[src/rtl/gf2_equation_solver_defines.svh]
// Assertion helpers for the solver top level.
`ifndef GF2_EQUATION_SOLVER_DEFINES_SVH
`define GF2_EQUATION_SOLVER_DEFINES_SVH

// Same-cycle implication, disabled during reset.
`define GF2S_ASSERT_IMPL(lbl, clk, rst, ante, cons, msg) \
   lbl: assert property (@(posedge clk) disable iff (rst) (ante) |-> (cons)) else $error(msg);

// Next-cycle implication, disabled during reset.
`define GF2S_ASSERT_NEXT(lbl, clk, rst, ante, cons, msg) \
   lbl: assert property (@(posedge clk) disable iff (rst) (ante) |=> (cons)) else $error(msg);

`endif

[src/rtl/gf2s_pkg.sv]
package gf2s_pkg;

   localparam int COEFF_BITS  = 32;
   localparam int DATA_BITS   = 64;
   localparam int INDEX_BITS  = 5;
   localparam int CFG_BITS    = 6;

   localparam logic [CFG_BITS-1:0] SOURCE_BLOCKS_RESET = 6'd32;

   typedef enum logic {
      MODE_LOAD  = 1'b0,
      MODE_SOLVE = 1'b1
   } mode_type;

   typedef enum logic [2:0] {
      ST_STORED  = 3'd0,
      ST_READY   = 3'd1,
      ST_SHORT   = 3'd2,
      ST_DROPPED = 3'd3,
      ST_SOLVED  = 3'd4
   } status_type;

   typedef enum logic [2:0] {
      S_IDLE,
      S_PIV,
      S_SRCH,
      S_SWAP,
      S_ELIM,
      S_BPIV,
      S_BSUB,
      S_EMIT
   } state_type;

   typedef struct packed {
      mode_type                mode;
      logic [COEFF_BITS-1:0]   coeff_mask;
      logic [DATA_BITS-1:0]    payload;
   } req_type;

   typedef struct packed {
      status_type              status;
      logic [INDEX_BITS-1:0]   row_index;
      logic [DATA_BITS-1:0]    block_value;
      logic                    pivot_missing;
      logic                    last;
   } rsp_type;

   // Row store write controls from the sequencer.
   typedef struct packed {
      logic coeff_we;
      logic pay_we;
      logic clear;
   } wr_ctl_type;

endpackage

[src/rtl/gf2s_store.sv]
module gf2s_store #(
   parameter int ROWS = 32,
   parameter int PB   = 64
) (
   input  logic                     clock,
   input  logic                     reset,
   input  gf2s_pkg::wr_ctl_type     wr_ctl,
   input  logic [$clog2(ROWS)-1:0]  wr_idx,
   input  logic [ROWS-1:0]          wr_coeff,
   input  logic [PB-1:0]            wr_pay,
   input  logic [$clog2(ROWS)-1:0]  rd_idx,
   output logic [ROWS-1:0]          rd_coeff,
   output logic [PB-1:0]            rd_pay
);
   import gf2s_pkg::*;

   logic [ROWS-1:0] coeff_ff [ROWS];
   logic [PB-1:0]   pay_ff   [ROWS];

   // Coefficient rows: cleared at reset and after each decode
   always_ff @(posedge clock) begin
      if (reset || wr_ctl.clear) begin
         for (int r = 0; r < ROWS; r++) begin
            coeff_ff[r] <= '0;
         end
      end else if (wr_ctl.coeff_we) begin
         coeff_ff[wr_idx] <= wr_coeff;
      end
   end

   // Payload rows: no reset, only written rows are read
   always_ff @(posedge clock) begin
      if (wr_ctl.pay_we) begin
         pay_ff[wr_idx] <= wr_pay;
      end
   end

   // Single read port
   assign rd_coeff = coeff_ff[rd_idx];
   assign rd_pay   = pay_ff[rd_idx];

endmodule

[config.mk]
export PLATFORM = sky130hd
export DESIGN_NAME = gf2s_store
export DESIGN_NICKNAME = d
export VERILOG_FILES = /design/src/rtl/gf2_equation_solver_defines.svh /design/src/rtl/gf2s_pkg.sv /design/src/rtl/gf2s_store.sv
export SDC_FILE = /design/constraint.sdc
export NUM_CORES = 2
export LEC_CHECK = 0
export ABC_AREA = 1
export ABC_CLOCK_PERIOD_IN_PS = 9100
export BUFFER_PORTS_ARGS = -buffer_cell sky130_fd_sc_hd__buf_2
export CAP_MARGIN = 20
export CORE_MARGIN = 2
export CORE_UTILIZATION = 30
export CTS_CLUSTER_DIAMETER = 150
export DETAILED_ROUTE_END_ITERATION = 12
export SYNTH_ARGS = -nofsm -noshare
export SYNTH_HDL_FRONTEND = slang
export SYNTH_SLANG_ARGS = --single-unit
[constraint.sdc]
create_clock -name clock -period 9.1 [get_ports clock]
set_input_delay 0.91 -clock clock [delete_from_list [all_inputs] [get_ports clock]]
set_output_delay 0.91 -clock clock [all_outputs]
set_load 0.01 [all_outputs]
Word level (Yosys, flattened, before mapping)
Memories as Yosys holds them, arrays and structs flattened.
Cells that the tools add are included.
{ "classes": {"n_mux": 10, "n_reduce_logical": 2} }
{ "op_table": {"columns": ["operator", "count"], "rows": [
  ["32-bit 2-to-1 mux", 1],
  ["32-bit OR reduction", 1],
  ["1-bit 2-to-1 mux", 8],
  ["5-bit 2-to-1 mux", 1],
  ["1-bit logical OR", 1]
]} }
{ "totals": {"regBits": 0, "mem_bits_rw": 3072, "inputBits": 111, "elab_cells": 14, "n_memories": 2} }
{ "memory_table": {"columns": ["memory", "words", "word_bits", "read_ports", "rd_clocked_by_memory_dff", "write_ports", "line_no", "source"], "rows": [
  ["pay_ff", 32, 64, 1, 0, 1, "gf2s_store.sv:18", "logic [PB-1:0] pay_ff [ROWS];"],
  ["coeff_ff", 32, 32, 1, 0, 32, "gf2s_store.sv:17", "logic [ROWS-1:0] coeff_ff [ROWS];"]
]} }

Depth between registers and ports, before layout
{ "depth": {"depth_word": 5, "ltp_mapped": 12, "ltp_nobuf": 9} }

Least setup slack after synthesis
No wires, ideal clock.
{ "synth_path": {"path_type": "input -> register", "from": "input port wr_idx[1]", "to": "memory pay_ff[24][0], enable pin", "setup_ns": 0.565, "t_arrival_ns": 5.938, "path_slack_ns": 2.598, "stages": 5, "path_buffers": 2, "path_cell_list": "buf_2 > nor2_2 > inv_1 > clkbuf_1 > nor3_1"} }
{ "synth_lines": {"columns": ["item", "line_no", "source"], "rows": [
  ["start, declared", "gf2s_store.sv:8", "input logic [$clog2(ROWS)-1:0] wr_idx,"],
  ["end, declared", "gf2s_store.sv:18", null]
]} }
Straight into the memory's write port.

Worst setup path in the final report
{ "layout_path": {"from": "input port rd_idx[0]", "to": "output port rd_pay[40]"} }
{ "layout_between": {"elab_chain_len": 1} }
{ "layout_lines": {"columns": ["item", "line_no", "source"], "rows": [
  ["start, declared", "gf2s_store.sv:11", "input logic [$clog2(ROWS)-1:0] rd_idx,"],
  ["memory read 32 x 64 bit", null, null],
  ["end, declared", "gf2s_store.sv:13", "output logic [PB-1:0] rd_pay"]
]} }
No other way between the ends.

==> impl_metrics.json <==
{
  "status": "completed",
  "cts_setup_buffers": 0,
  "totalPowerFinal_w": 0.03108,
  "worst_slack_ps": 3561,
  "dpl.hpwl_um": 190500,
  "wl_um": 388100,
  "async_reset_ff_share_pct": 0,
  "finalMaxSlewViolations": 0,
  "hold_depth": 3,
  "fin_crit_sh_pct": 60.87,
  "multi_input_area_um2": 31450,
  "root_buffer": "clkbuf_16",
  "critPathSlowestCell": "buf_4",
  "grt_util_met2_pct": 30.06,
  "hold_end": "coeff_ff[13][12]",
  "synth_top_cell_area_share_pct": 72.53,
  "wire_per_inst_um": 22.60,
  "grt_pass1_wl_um": 561800,
  "grt_overflow": 0,
  "path_max_fanout": 112,
  "preCtsSetupSlack_ps": 3577,
  "worstPathArrival_ps": 4630,
  "worst-endpoint-required_ps": 8190,
  "first_global_vias": 81583,
  "finalSetupTns_ps": 0,
  "finalSetupViolCount": 0,
  "hold_path.class": "in2reg",
  "hp-start": "wr_coeff[12]",
  "synth_edf_count": 3072,
  "start_util_pct": 30.08,
  "dpl.cell_count": 16547,
  "drive_above_1_share_pct": 8.122,
  "instances_no_fill": 17175,
  "ys_ff_latch": 3072,
  "grtUsageTotal_pct": 17.51,
  "synthToLayoutAreaGrowth_pct": 13.96,
  "cts_tree": "done",
  "hold_buffers": 0,
  "fin_area_um2": 145000,
  "die_h_um": 655.1,
  "grt_max_degree": 221,
  "crit_path_start_kind": "input pin",
  "cts.htree.levels": 5,
  "worstMarginPinSlew_ps": 1189,
  "drt_iter0_drc": 9476,
  "clk_pin_slew_ps": 60,
  "antenna_found_initial": 57,
  "drc": 0,
  "die_w_um": 655.1,
  "clock_path_buffers": 4,
  "core_area_um2": 422800,
  "synth.most_common_cell": "nand2_1",
  "crit_buf_inv": 4,
  "final_nets": 11351,
  "row_count": 239,
  "yosysTopAreaCell": "edfxtp_1",
  "synth-main-ff-cell": "edfxtp_1",
  "ant_nets": 0,
  "vias_per_cell": 5.033,
  "ys_seq_area_share_pct": 72.53,
  "die_area_um2": 429200,
  "critPathMaxStageDelay_ps": 950,
  "cts_resized": 0,
  "fmax_mhz": 180.5,
  "crit_top_cell": "nand2_1",
  "grt_busiest_layer": "met2",
  "place_area_um2": 133900,
  "end_kind": "primary output",
  "grtUsageMet1_pct": 23.02,
  "cp-startpoint": "rd_idx[0]",
  "cp_top_family": "buffers and inverters",
  "groute.layer.met3.usage_pct": 2.194,
  "synth_nets": 11470,
  "relSlewSlack_pct": 20.74,
  "crit_chain": "buf_8 > buf_4 > buf_4 > nand2_1 > nand3_1 > nand3_1 > nand2_1 > nand2_1 > nand2_1 > nand2_1 > nand2_1 > buf_2",
  "crit_type": "in2out",
  "worstSetupPathDepth": 12,
  "synth_cell_types": 16,
  "fillers": 41515,
  "dr.pass1.iters": 6,
  "yosys-top-cells-count": "nand2_1 (3568), edfxtp_1 (3072), nand3_1 (2715)",
  "vias": 86447,
  "power.density_nw_per_um2": 214.4,
  "ir_drop_mv": 0.1520,
  "synth_area_per_cell_um2": 11.20,
  "syn_inst": 11359,
  "ios": 207,
  "p_leak_nw": 52.69,
  "gp_congestion": 0.7501,
  "cap_violations": 0,
  "synth_area_um2": 127200,
  "synth.yosys.warnings": 0,
  "period_needed_ps": 5539,
  "finalHoldViolations": 0,
  "rsz0062_at_grt": "false",
  "synthTopCellsByArea": "edfxtp_1 (73%), nand3_1 (11%), nand2_1 (11%)",
  "numPortBuffers": 206,
  "cts_buffers": 329,
  "seq_area_um2": 92250,
  "cts_sinks": 3072
}
final cells by class:
cell class	count	share of cell area [%]
diodes	25	0.04316
well taps	5663	4.888
clock buffers	416	5.993
repair buffers	417	2.433
clock inverters	162	1.155
flip-flops and latches	3072	63.64
inverters	47	0.1459
multi-input cells	7373	21.70
flip-flops by register name, summed over array words and instances, names as in the netlist:
| register | flops |
|---|---|
| pay_ff | 2048 |
| coeff_ff | 1024 |
worst max-delay path by stage:
| stage | slack [ps] | endpoint |
|---|---|---|
| after CTS | 3570 | rd_pay[40] |
| after floorplan | 2600 | pay_ff[24][0] |
| after global routing | 3310 | rd_pay[40] |
| final | 3560 | rd_pay[40] |
| after detailed placement | 3580 | rd_pay[40] |
| after global placement | 3510 | rd_pay[40] |
metal layers:
| layer | vias to the layer above | wire (um) |
|---|---|---|
| met3 | 654 | 27840 |
| met2 | 3597 | 190900 |
| met4 | 6 | 12160 |
| met5 | - | 41 |
| met1 | 42964 | 157200 |
| li1 | 39226 | - |
logic make-up after synthesis:
group / share of synthesized area [%]
flip-flops: 72.53
AND/OR/NAND/NOR: 24.51
buffers and inverters: 2.969
metrics by stage:
stage / utilization [%] / hold slack [ps]
6_report: 34.28 / 411.0
5_1_grt: 34.27 / 413.6
4_1_cts: 34.13 / 404.4
3_5_place_dp: 31.67 / 1389
3_3_place_gp: 31.61 / 1408
2_1_floorplan: - / 1009
cells in the final DEF (no fill, tap or decap):
cell type	count
buf_2	201
nor2_1	1041
buf_4	152
inv_16	3
buf_6	1
clkbuf_1	81
nor3_2	35
nand4_1	10
nor2_4	1
inv_1	40
nor2_2	2
buf_8	7
nor3b_4	1
clkinv_2	47
nand2_2	32
inv_2	2
bufinv_16	23
clkinv_8	6
clkinv_1	65
clkbuf_16	335
clkinv_4	1
diode_2	25
nand3_1	2709
inv_8	4
nand3_2	6
inv_6	7
edfxtp_1	3072
buf_12	37
clkinvlp_4	2
buf_16	19
nand2_1	3536
clkinv_16	9
power by group:
part           total, W  switching, W  leakage, nW  internal, W
clock            0.0130       0.00559         5.04      0.00744
combinational   0.00205       0.00154         18.0     0.000503
sequential       0.0160     0.0000824         29.6       0.0159
(Power assumes the default switching activity.)
