File: config.mk
export PLATFORM = sky130hd
export DESIGN_NAME = gf2s_seq
export DESIGN_NICKNAME = d
export VERILOG_FILES = /design/src/rtl/gf2_equation_solver_defines.svh /design/src/rtl/gf2s_pkg.sv /design/src/rtl/gf2s_seq.sv
export SDC_FILE = /design/constraint.sdc
export NUM_CORES = 1
export LEC_CHECK = 0
export ABC_CLOCK_PERIOD_IN_PS = 10200
export BUFFER_PORTS_ARGS = -buffer_cell sky130_fd_sc_hd__buf_2
export CORE_MARGIN = 10
export CORE_UTILIZATION = 52
export DETAILED_ROUTE_END_ITERATION = 16
export PLACE_DENSITY = 0.82
export SYNTH_ARGS = -nofsm -noshare
export SYNTH_HDL_FRONTEND = slang
export SYNTH_SLANG_ARGS = --single-unit
File: constraint.sdc
create_clock -name clock -period 10.2 [get_ports clock]
set_input_delay 2.04 -clock clock [delete_from_list [all_inputs] [get_ports clock]]
set_output_delay 2.04 -clock clock [all_outputs]
set_load 0.1 [all_outputs]
File: src/rtl/gf2_equation_solver_defines.svh
// Assertion helpers for the solver top level.
`ifndef GF2_EQUATION_SOLVER_DEFINES_SVH
`define GF2_EQUATION_SOLVER_DEFINES_SVH

// Same-cycle implication, disabled during reset.
`define GF2S_ASSERT_IMPL(lbl, clk, rst, ante, cons, msg) \
   lbl: assert property (@(posedge clk) disable iff (rst) (ante) |-> (cons)) else $error(msg);

// Next-cycle implication, disabled during reset.
`define GF2S_ASSERT_NEXT(lbl, clk, rst, ante, cons, msg) \
   lbl: assert property (@(posedge clk) disable iff (rst) (ante) |=> (cons)) else $error(msg);

`endif

File: src/rtl/gf2s_pkg.sv
package gf2s_pkg;

   localparam int COEFF_BITS  = 32;
   localparam int DATA_BITS   = 64;
   localparam int INDEX_BITS  = 5;
   localparam int CFG_BITS    = 6;

   localparam logic [CFG_BITS-1:0] SOURCE_BLOCKS_RESET = 6'd32;

   typedef enum logic {
      MODE_LOAD  = 1'b0,
      MODE_SOLVE = 1'b1
   } mode_type;

   typedef enum logic [2:0] {
      ST_STORED  = 3'd0,
      ST_READY   = 3'd1,
      ST_SHORT   = 3'd2,
      ST_DROPPED = 3'd3,
      ST_SOLVED  = 3'd4
   } status_type;

   typedef enum logic [2:0] {
      S_IDLE,
      S_PIV,
      S_SRCH,
      S_SWAP,
      S_ELIM,
      S_BPIV,
      S_BSUB,
      S_EMIT
   } state_type;

   typedef struct packed {
      mode_type                mode;
      logic [COEFF_BITS-1:0]   coeff_mask;
      logic [DATA_BITS-1:0]    payload;
   } req_type;

   typedef struct packed {
      status_type              status;
      logic [INDEX_BITS-1:0]   row_index;
      logic [DATA_BITS-1:0]    block_value;
      logic                    pivot_missing;
      logic                    last;
   } rsp_type;

   // Row store write controls from the sequencer.
   typedef struct packed {
      logic coeff_we;
      logic pay_we;
      logic clear;
   } wr_ctl_type;

endpackage

File: src/rtl/gf2s_seq.sv
module gf2s_seq #(
   parameter int ROWS = 32,
   parameter int PB   = 64
) (
   input  logic                     clock,
   input  logic                     reset,
   input  logic [$clog2(ROWS):0]    n,
   input  logic                     req_accept,
   input  gf2s_pkg::req_type        req_data,
   input  logic                     out_free,
   input  logic [ROWS-1:0]          rd_coeff,
   input  logic [PB-1:0]            rd_pay,
   output logic                     idle,
   output logic                     res_load,
   output gf2s_pkg::rsp_type        res,
   output gf2s_pkg::wr_ctl_type     wr_ctl,
   output logic [$clog2(ROWS)-1:0]  wr_idx,
   output logic [ROWS-1:0]          wr_coeff,
   output logic [PB-1:0]            wr_pay,
   output logic [$clog2(ROWS)-1:0]  rd_idx
);
   import gf2s_pkg::*;

   localparam int IW = $clog2(ROWS);
   localparam int CW = IW + 1;

   state_type       state_ff, state_in;
   logic [CW-1:0]   i_ff, i_in;
   logic [CW-1:0]   j_ff, j_in;
   logic [CW-1:0]   eq_ff, eq_in;
   logic [ROWS-1:0] miss_ff, miss_in;
   logic [ROWS-1:0] piv_c_ff, piv_c_in;
   logic [PB-1:0]   piv_p_ff, piv_p_in;

   logic [IW-1:0]   i_idx, j_idx, eq_idx;
   logic [ROWS-1:0] col_mask;
   logic [ROWS-1:0] xor_coeff;
   logic [PB-1:0]   xor_pay;
   logic            hit;
   logic            col_last;

   assign i_idx  = i_ff[IW-1:0];
   assign j_idx  = j_ff[IW-1:0];
   assign eq_idx = eq_ff[IW-1:0];

   // Columns in use
   always_comb begin
      for (int k = 0; k < ROWS; k++) begin
         col_mask[k] = (CW'(k) < n);
      end
   end

   // Shared row unit: pivot test and row XOR
   assign hit       = rd_coeff[i_idx];
   assign xor_coeff = rd_coeff ^ piv_c_ff;
   assign xor_pay   = rd_pay ^ piv_p_ff;
   assign col_last  = (CW'(i_ff + 1'b1) == n);

   // Control registers
   always_ff @(posedge clock) begin
      if (reset) begin
         state_ff <= S_IDLE;
         eq_ff    <= '0;
         miss_ff  <= '0;
      end else begin
         state_ff <= state_in;
         eq_ff    <= eq_in;
         miss_ff  <= miss_in;
      end
   end

   // Counters and pivot row
   always_ff @(posedge clock) begin
      i_ff     <= i_in;
      j_ff     <= j_in;
      piv_c_ff <= piv_c_in;
      piv_p_ff <= piv_p_in;
   end

   // Next state and outputs
   always_comb begin
      state_in = state_ff;
      i_in     = i_ff;
      j_in     = j_ff;
      eq_in    = eq_ff;
      miss_in  = miss_ff;
      piv_c_in = piv_c_ff;
      piv_p_in = piv_p_ff;
      idle     = 1'b0;
      res_load = 1'b0;
      res      = '0;
      wr_ctl   = '0;
      wr_idx   = j_idx;
      wr_coeff = xor_coeff;
      wr_pay   = xor_pay;
      rd_idx   = i_idx;

      unique case (state_ff)
         S_IDLE: begin
            idle = 1'b1;
            if (req_accept) begin
               if (req_data.mode == MODE_LOAD) begin
                  res_load = 1'b1;
                  res.last = 1'b1;
                  if (eq_ff >= n) begin
                     res.status = ST_DROPPED;
                  end else begin
                     wr_ctl.coeff_we = 1'b1;
                     wr_ctl.pay_we   = 1'b1;
                     wr_idx   = eq_idx;
                     wr_coeff = req_data.coeff_mask[ROWS-1:0] & col_mask;
                     wr_pay   = req_data.payload[PB-1:0];
                     eq_in    = CW'(eq_ff + 1'b1);
                     res.status = (CW'(eq_ff + 1'b1) >= n) ? ST_READY : ST_STORED;
                  end
               end else if (eq_ff < n) begin
                  res_load   = 1'b1;
                  res.last   = 1'b1;
                  res.status = ST_SHORT;
               end else begin
                  miss_in  = '0;
                  i_in     = '0;
                  state_in = S_PIV;
               end
            end
         end

         // Latch row i as pivot candidate
         S_PIV: begin
            rd_idx   = i_idx;
            piv_c_in = rd_coeff;
            piv_p_in = rd_pay;
            j_in     = CW'(i_ff + 1'b1);
            state_in = hit ? S_ELIM : S_SRCH;
         end

         // Scan lower rows for a pivot
         S_SRCH: begin
            rd_idx = j_idx;
            if (j_ff >= n) begin
               miss_in[i_idx] = 1'b1;
               if (col_last) begin
                  state_in = S_BPIV;
               end else begin
                  i_in     = CW'(i_ff + 1'b1);
                  state_in = S_PIV;
               end
            end else begin
               j_in = CW'(j_ff + 1'b1);
               if (hit) begin
                  wr_ctl.coeff_we = 1'b1;
                  wr_ctl.pay_we   = 1'b1;
                  wr_coeff = piv_c_ff;
                  wr_pay   = piv_p_ff;
                  piv_c_in = rd_coeff;
                  piv_p_in = rd_pay;
                  state_in = S_SWAP;
               end
            end
         end

         // Put the found pivot row in place
         S_SWAP: begin
            wr_ctl.coeff_we = 1'b1;
            wr_ctl.pay_we   = 1'b1;
            wr_idx   = i_idx;
            wr_coeff = piv_c_ff;
            wr_pay   = piv_p_ff;
            state_in = S_ELIM;
         end

         // Clear column i below the pivot
         S_ELIM: begin
            rd_idx = j_idx;
            if (j_ff >= n) begin
               if (col_last) begin
                  state_in = S_BPIV;
               end else begin
                  i_in     = CW'(i_ff + 1'b1);
                  state_in = S_PIV;
               end
            end else begin
               j_in = CW'(j_ff + 1'b1);
               if (hit) begin
                  wr_ctl.coeff_we = 1'b1;
                  wr_ctl.pay_we   = 1'b1;
               end
            end
         end

         // Latch solved payload of row i
         S_BPIV: begin
            rd_idx   = i_idx;
            piv_p_in = rd_pay;
            j_in     = '0;
            state_in = S_BSUB;
         end

         // Fold row i into the rows above it
         S_BSUB: begin
            rd_idx = j_idx;
            if (j_ff >= i_ff) begin
               j_in = '0;
               if (i_ff == '0) begin
                  state_in = S_EMIT;
               end else begin
                  i_in     = CW'(i_ff - 1'b1);
                  state_in = S_BPIV;
               end
            end else begin
               j_in = CW'(j_ff + 1'b1);
               if (hit) begin
                  wr_ctl.pay_we = 1'b1;
               end
            end
         end

         // Emit one solved word per free output slot
         S_EMIT: begin
            rd_idx = j_idx;
            if (out_free) begin
               res_load          = 1'b1;
               res.status        = ST_SOLVED;
               res.row_index     = INDEX_BITS'(j_idx);
               res.block_value   = DATA_BITS'(rd_pay);
               res.pivot_missing = miss_ff[j_idx];
               res.last          = (CW'(j_ff + 1'b1) == n);
               if (res.last) begin
                  wr_ctl.clear = 1'b1;
                  eq_in        = '0;
                  state_in     = S_IDLE;
               end else begin
                  j_in = CW'(j_ff + 1'b1);
               end
            end
         end

         default: begin
            state_in = S_IDLE;
         end
      endcase
   end

endmodule

**Word level (Yosys, flattened, before mapping)**

Index checks and enable logic that the tools add are counted.

- Register bits: 149
- Bits in latches: 0
- RAM bits: 0
- Memory bits (read-only): 0
- Input bits: 203
- Output and inout bits: 185
- Logic and storage cells: 194
- Memories: 0

- $add $sub $neg: 4
- Multipliers: 0
- Div/mod/pow operators: 0
- Magnitude comparators: 40
- Equality and inequality tests: 27
- Shift-type cells: 0
- Mux-type cells: 93
- Bitwise gates (word level): 4
- Reduce and logical (&&, ||, !) cells: 19

Operators with widths:

| kind | count |
|---|---|
| $mux W64 | 7 |
| $mux W32 | 11 |
| $pmux W64 S3 | 1 |
| $pmux W32 S2 | 2 |
| $pmux W64 S2 | 1 |
| $lt A5 B6 Y1 const A | 16 |
| $mux W6 | 16 |
| $pmux W32 S3 | 1 |
| $mux W74 | 1 |
| $mux W70 | 1 |
| $xor A64 B64 Y64 | 1 |
| $lt A4 B6 Y1 const A | 8 |
| $mux W3 | 13 |
| $and A32 B32 Y32 | 1 |
| $ne A2 B2 Y1 const B | 16 |
| $or A32 B32 Y32 | 1 |
| $xor A32 B32 Y32 | 1 |
| $pmux W6 S5 | 1 |
| $ge A6 B6 Y1 | 4 |
| $lt A3 B6 Y1 const A | 4 |
| $pmux W3 S8 | 1 |
| $mux W5 | 4 |
| $add A6 B1 Y6 const B | 3 |
| $pmux W6 S3 | 1 |
| 35 further kinds | 71 |

**Depth between registers and ports, before layout**

- Depth in word-level cells: 7
- Depth in mapped cells: 14

**Least setup slack after synthesis**

OpenSTA, ideal clock, no wires.

- Kind: input port to flip-flop
- Start point: input n[1]
- End point: register piv_p_ff[0] (enable)
- Library setup time: 0.574 ns
- Data arrival time: 8.399 ns
- Required time: 9.626 ns
- Slack: 1.227 ns
- Cell stages on the path: 9
- Cells stage by stage: clkbuf_1 > inv_1 > ha_1 > a2111oi_0 > o21ai_1 > nand2_1 > nand2_2 > buf_2 > o21ai_0

- Cells in the longest elaborated chain, start to end: 3

RTL lines:

| what | line | text |
|---|---|---|
| start: declaration | gf2s_seq.sv:7 | `input logic [$clog2(ROWS):0] n,` |
| $ge A6 B6 Y1 | gf2s_seq.sv:140 | `if (j_ff >= n) begin` |
| $ne A2 B2 Y1 (no source line) | - |  |
| $reduce_and A3 Y1 (no source line) | - |  |
| end signal: assignment | gf2s_seq.sv:77 | `piv_p_ff <= piv_p_in;` |
| end: declaration | gf2s_seq.sv:33 | `logic [PB-1:0] piv_p_ff, piv_p_in;` |

Every way passes these cells.
A chain may end at the register's enable or synchronous reset.

**Worst setup path after layout**

- Start point: input n[2]
- End point: output wr_coeff[7]

- Cells in the longest elaborated chain, start to end: 6

RTL lines:

| what | line | text |
|---|---|---|
| $lt A3 B6 Y1 | gf2s_seq.sv:49 | `col_mask[k] = (CW'(k) < n);` |
| $and A32 B32 Y32 | gf2s_seq.sv:111 | `wr_coeff = req_data.coeff_mask[ROWS-1:0] & col_mask;` |
| $mux W32 | gf2s_seq.sv:105 | `if (eq_ff >= n) begin` |
| $mux W32 | gf2s_seq.sv:102 | `if (req_data.mode == MODE_LOAD) begin` |
| $mux W32 | gf2s_seq.sv:101 | `if (req_accept) begin` |
| $pmux W32 S3 (*) | gf2s_seq.sv:98 | `unique case (state_ff)` |
| end: declaration | gf2s_seq.sv:18 | `output logic [ROWS-1:0] wr_coeff,` |

Every way passes the cells marked *; elsewhere a longest branch is shown, timed or not.

==> qor_table.md <==
| Group | Result | This run |
| --- | --- | --- |
| synthesis | Synth top area share | 0.276 |
| sta | Fin Clk Skew | 0.0153 ns |
| drt | Routed via count divided by cell count | 6.67 |
| place | Quantity of I/O buffers inserted on ports | 387 |
| sta | Period Utilization, post-route | 0.805 |
| synthesis | Distinct cell type count after synthesis | 78 |
| drt | Average wire per standard cell | 23.7 µm |
| clocking | Number of buffers added to fix hold violations after cts | 0 |
| sta | Max Fclk | 0.122 GHz |
| drt | Routed Antenna Nets | 0 |
| power | Maximum ir drop on the vdd rail | 126 µV |
| place | Post-placement cell count | 1972 |
| status | Outcome | completed |
| setup path | Data arrival at the endpoint of the critical path | 6.17 ns |
| setup path | Gate family responsible for the most delay along the worst path | compound AO/OA/AOI/OAI gates |
| setup path | CP Capture Type | output port |
| grt | Antenna violations before repair | 11 |
| grt | All-Layer GR Usage | 0.310 |
| drt | Final routed DRC violation total | 0 |
| synthesis | Netlist Area Pre-Place | 11700 µm² |
| power | Ratio of total power to cell area | 130 nW/µm² |
| setup path | Register-to-register setup slack | 5.47 ns |
| drt | 1st-iter DRT viols | 2033 |
| clocking | Clock tree sinks | 149 |
| drt | Drt first pass iters | 6 |
| final layout | Ratio of cells with drive above 1 in the final layout | 0.271 |
| clocking | Number of buffers created by CTS | 17 |
| sta | Worst slew margin | 0.117 |
| clocking | Max Root-Sink Buffers | 2 |
| setup path | Largest incremental delay on the critical path | 0.92 ns |
| grt | Total congestion overflow | 0 |
| die | Chip Width | 170 µm |
| clocking | Total setup buffers inserted after CTS | 0 |
| synthesis | Most instantiated library cell after synthesis | sky130_fd_sc_hd__nand2_1 |
| drt | Post-Route WL | 47.7 mm |
| synthesis | Leading post-synthesis cells by instance count | sky130_fd_sc_hd__nand2_1 (123), sky130_fd_sc_hd__edfxtp_1 (108), sky130_fd_sc_hd__a21oi_1 (105) |
| place | Post-detail-place hpwl | 34.6 mm |
| clocking | Clock tree from TritonCTS | yes |
| die | I/O pin total | 388 |
| synthesis | Syn_nets | 1639 |
| setup path | Cell type of the slowest stage on the worst timing path | sky130_fd_sc_hd__o31a_2 |
| clocking | Post-cts resize count | 0 |
| clocking | CTS clock-pin slew for the worst setup and hold paths | 0.07 ns |
| flow run | Number of maximum-capacitance constraint violations | 0 |
| sta | Final-report hold violation count | 0 |
| grt | Maximum number of pins on one net before global-route repair | 79 |
| synthesis | Count of warnings emitted by yosys | 0 |
| die | Initial Utilization | 0.533 |
| die | Die Footprint | 29000 µm² |
| synthesis | Async set-reset flop share out of synthesis | 0 |
| final layout | Post-Layout Cell Count | 2015 |
| sta | Number of setup violations in the final report | 0 |
| clocking | Clk Tree Root Cell | sky130_fd_sc_hd__clkbuf_16 |
| synthesis | Post-synth EDFFs | 108 |
| min path | Worst hold path cell count | 2 |
| final layout | Synth-to-layout area growth | 21.9% |
| sta | Final max-slew violation count | 0 |
| die | Num rows | 54 |
| setup path | Kind of launch point of the worst setup path | input port |
| setup path | WP buf/inv | 4 |
| sta | Unrepaired setup endpoints after global routing | false |
| drt | Vias post-DR | 13446 |
| setup path | Cell repeated most along the worst path | sky130_fd_sc_hd__buf_2 |
| synthesis | Biggest area consumer among synthesized cells | sky130_fd_sc_hd__edfxtp_1 |
| sta | Final-layout setup total negative slack | 0 ns |
| synthesis | Top post-synthesis cells by area | sky130_fd_sc_hd__edfxtp_1 (28%), sky130_fd_sc_hd__dfxtp_1 (7.0%), sky130_fd_sc_hd__and2_1 (5.0%), sky130_fd_sc_hd__a21oi_1 (4.5%), sky130_fd_sc_hd__o21ai_0 (4.1%) |
| place | Weighted congestion at the end of routability-driven global placement | 1.00 |
| synthesis | Fraction of the yosys area taken by sequential cells | 0.346 |
| setup path | Worst Path Max Fanout | 45 |
| setup path | CP Class | input port to output port |
| die | Core ar. | 22000 µm² |
| setup path | FF-to-FF path depth | 9 |
| sta | Actual slew at the worst max-slew pin | 1.31 ns |
| setup path | Cells along the critical path | buf_2 > clkinv_1 > ha_1 > nand4_1 > o2111ai_2 > buf_4 > a21o_1 > o31a_2 > a21oi_1 > o31ai_1 > buf_2 |
| synthesis | Most common flop cell mapped by yosys | sky130_fd_sc_hd__edfxtp_1 |
| synthesis | Register bit total from synthesis | 149 |
| clocking | Count of H-tree levels built during CTS | 4 |
| die | Die Y | 170 µm |
| setup path | Required time of the worst setup path | 8.16 ns |
| power | Leakage component of the power | 6.07 nW |
| synthesis | Average cell area after synthesis | 8.36 µm² |
| setup path | Capture point of the worst reg-to-reg path | piv_c_ff[21] |
| final layout | Final layout net count | 1944 |
| synthesis | Number of instances in the synthesized netlist | 1406 |
| grt | Via count of the first global-routing pass | 12264 |
| sta | Min Clock Period, post-route | 8.21 ns |
| setup path | RR Startpoint | j_ff[0] |
| min path | Classification of the worst-slack hold path | flop to flop |
| grt | Global-route wire length before repair | 71.7 mm |
| min path | Hold EP | miss_ff[22] |
| clocking | Worst skew pair latency | 0.44 ns |
| min path | Beginning of the worst hold path | miss_ff[22] |
worst register-to-register path: cells and delay by family, from the launching register on:
kind,cells,cell delay (ns)
buffers and inverters,1,0.21
adders and majority gates,1,0.34
and+or+nand+nor,4,1.29
DFF,1,0.89
AOI/OAI and AO/OA,3,1.60
worst max path at each step:
stage	startpoint	to	slack [ns]	depth (start not counted)
2_1_floorplan	n[1]	piv_p_ff[0]	1.23	9
3_3_place_gp	n[2]	wr_coeff[22]	2.20	11
3_5_place_dp	n[2]	wr_coeff[7]	2.08	11
4_1_cts	n[2]	wr_coeff[7]	2.06	11
5_1_grt	n[2]	wr_coeff[22]	1.77	11
6_report	n[2]	wr_coeff[7]	1.99	11
stage by stage:
| stage | cell area (µm²) | hold slack, ns | util | total power [mW] | worst slack (ns) |
|---|---|---|---|---|---|
| 2_1_floorplan | 11700 | 0.431 | - | 1.07 | 1.23 |
| 5_1_grt | 14300 | 0.486 | 0.650 | 1.92 | 1.77 |
| 4_1_cts | 14300 | 0.466 | 0.649 | 1.87 | 2.06 |
| 6_report | 14300 | 0.465 | 0.650 | 1.87 | 1.99 |
| 3_5_place_dp | 13700 | 0.449 | 0.621 | 1.21 | 2.08 |
| 3_3_place_gp | 13700 | 0.442 | 0.621 | 1.20 | 2.20 |
sequential cells by signal, summed over array words and instances, names as in the netlist:
name	cells
eq_ff	6
i_ff	6
j_ff	6
miss_ff	32
piv_c_ff	32
piv_p_ff	64
state_ff	3
per-layer routing:
layer,GRT usage,wire [µm],vias up
met4,0.0919,1380,0
met2,0.499,22100,966
met1,0.402,18500,6353
li1,-,-,5991
met5,0,0,-
met3,0.0770,5680,136
cell type report:
cell class	count	area [µm²]
flip-flops and latches	149	4060
diodes	11	27.5
inverters	51	191
clock inverters	15	184
fillers	1906	7700
multi-input cells	1094	7060
repair buffers	398	2020
clock buffers	17	425
well taps	280	350
cells by family after synthesis:
kind of cell	Yosys count	share of synthesized area
XOR/XNOR	24	0.0191
flip-flops	149	0.346
AND/OR/NAND/NOR	473	0.202
multiplexers	30	0.0386
buffers and inverters	163	0.0579
AO/OA/AOI/OAI	536	0.304
adder cells (fa/ha/maj)	31	0.0328
cell usage in the layout (no fill, tap or decap), types with 24 or more instances in the layout:
cell type,count
sky130_fd_sc_hd__nand2_1,123
sky130_fd_sc_hd__buf_2,387
sky130_fd_sc_hd__ha_1,30
sky130_fd_sc_hd__nand3_1,56
sky130_fd_sc_hd__edfxtp_1,108
sky130_fd_sc_hd__a31oi_1,35
sky130_fd_sc_hd__a221oi_1,24
sky130_fd_sc_hd__nor3_1,28
sky130_fd_sc_hd__nor2_1,86
sky130_fd_sc_hd__dfxtp_1,41
sky130_fd_sc_hd__and2_1,94
sky130_fd_sc_hd__o21ai_0,96
sky130_fd_sc_hd__o21ai_1,59
sky130_fd_sc_hd__inv_1,46
sky130_fd_sc_hd__o22ai_1,59
sky130_fd_sc_hd__a21oi_1,104
report_power, final:
group | switching [mW] | internal, mW
Clock | 0.297 | 0.372
Sequential | 0.00242 | 0.649
Combinational | 0.429 | 0.118
Note: power is estimated with default switching activity, not from simulation.
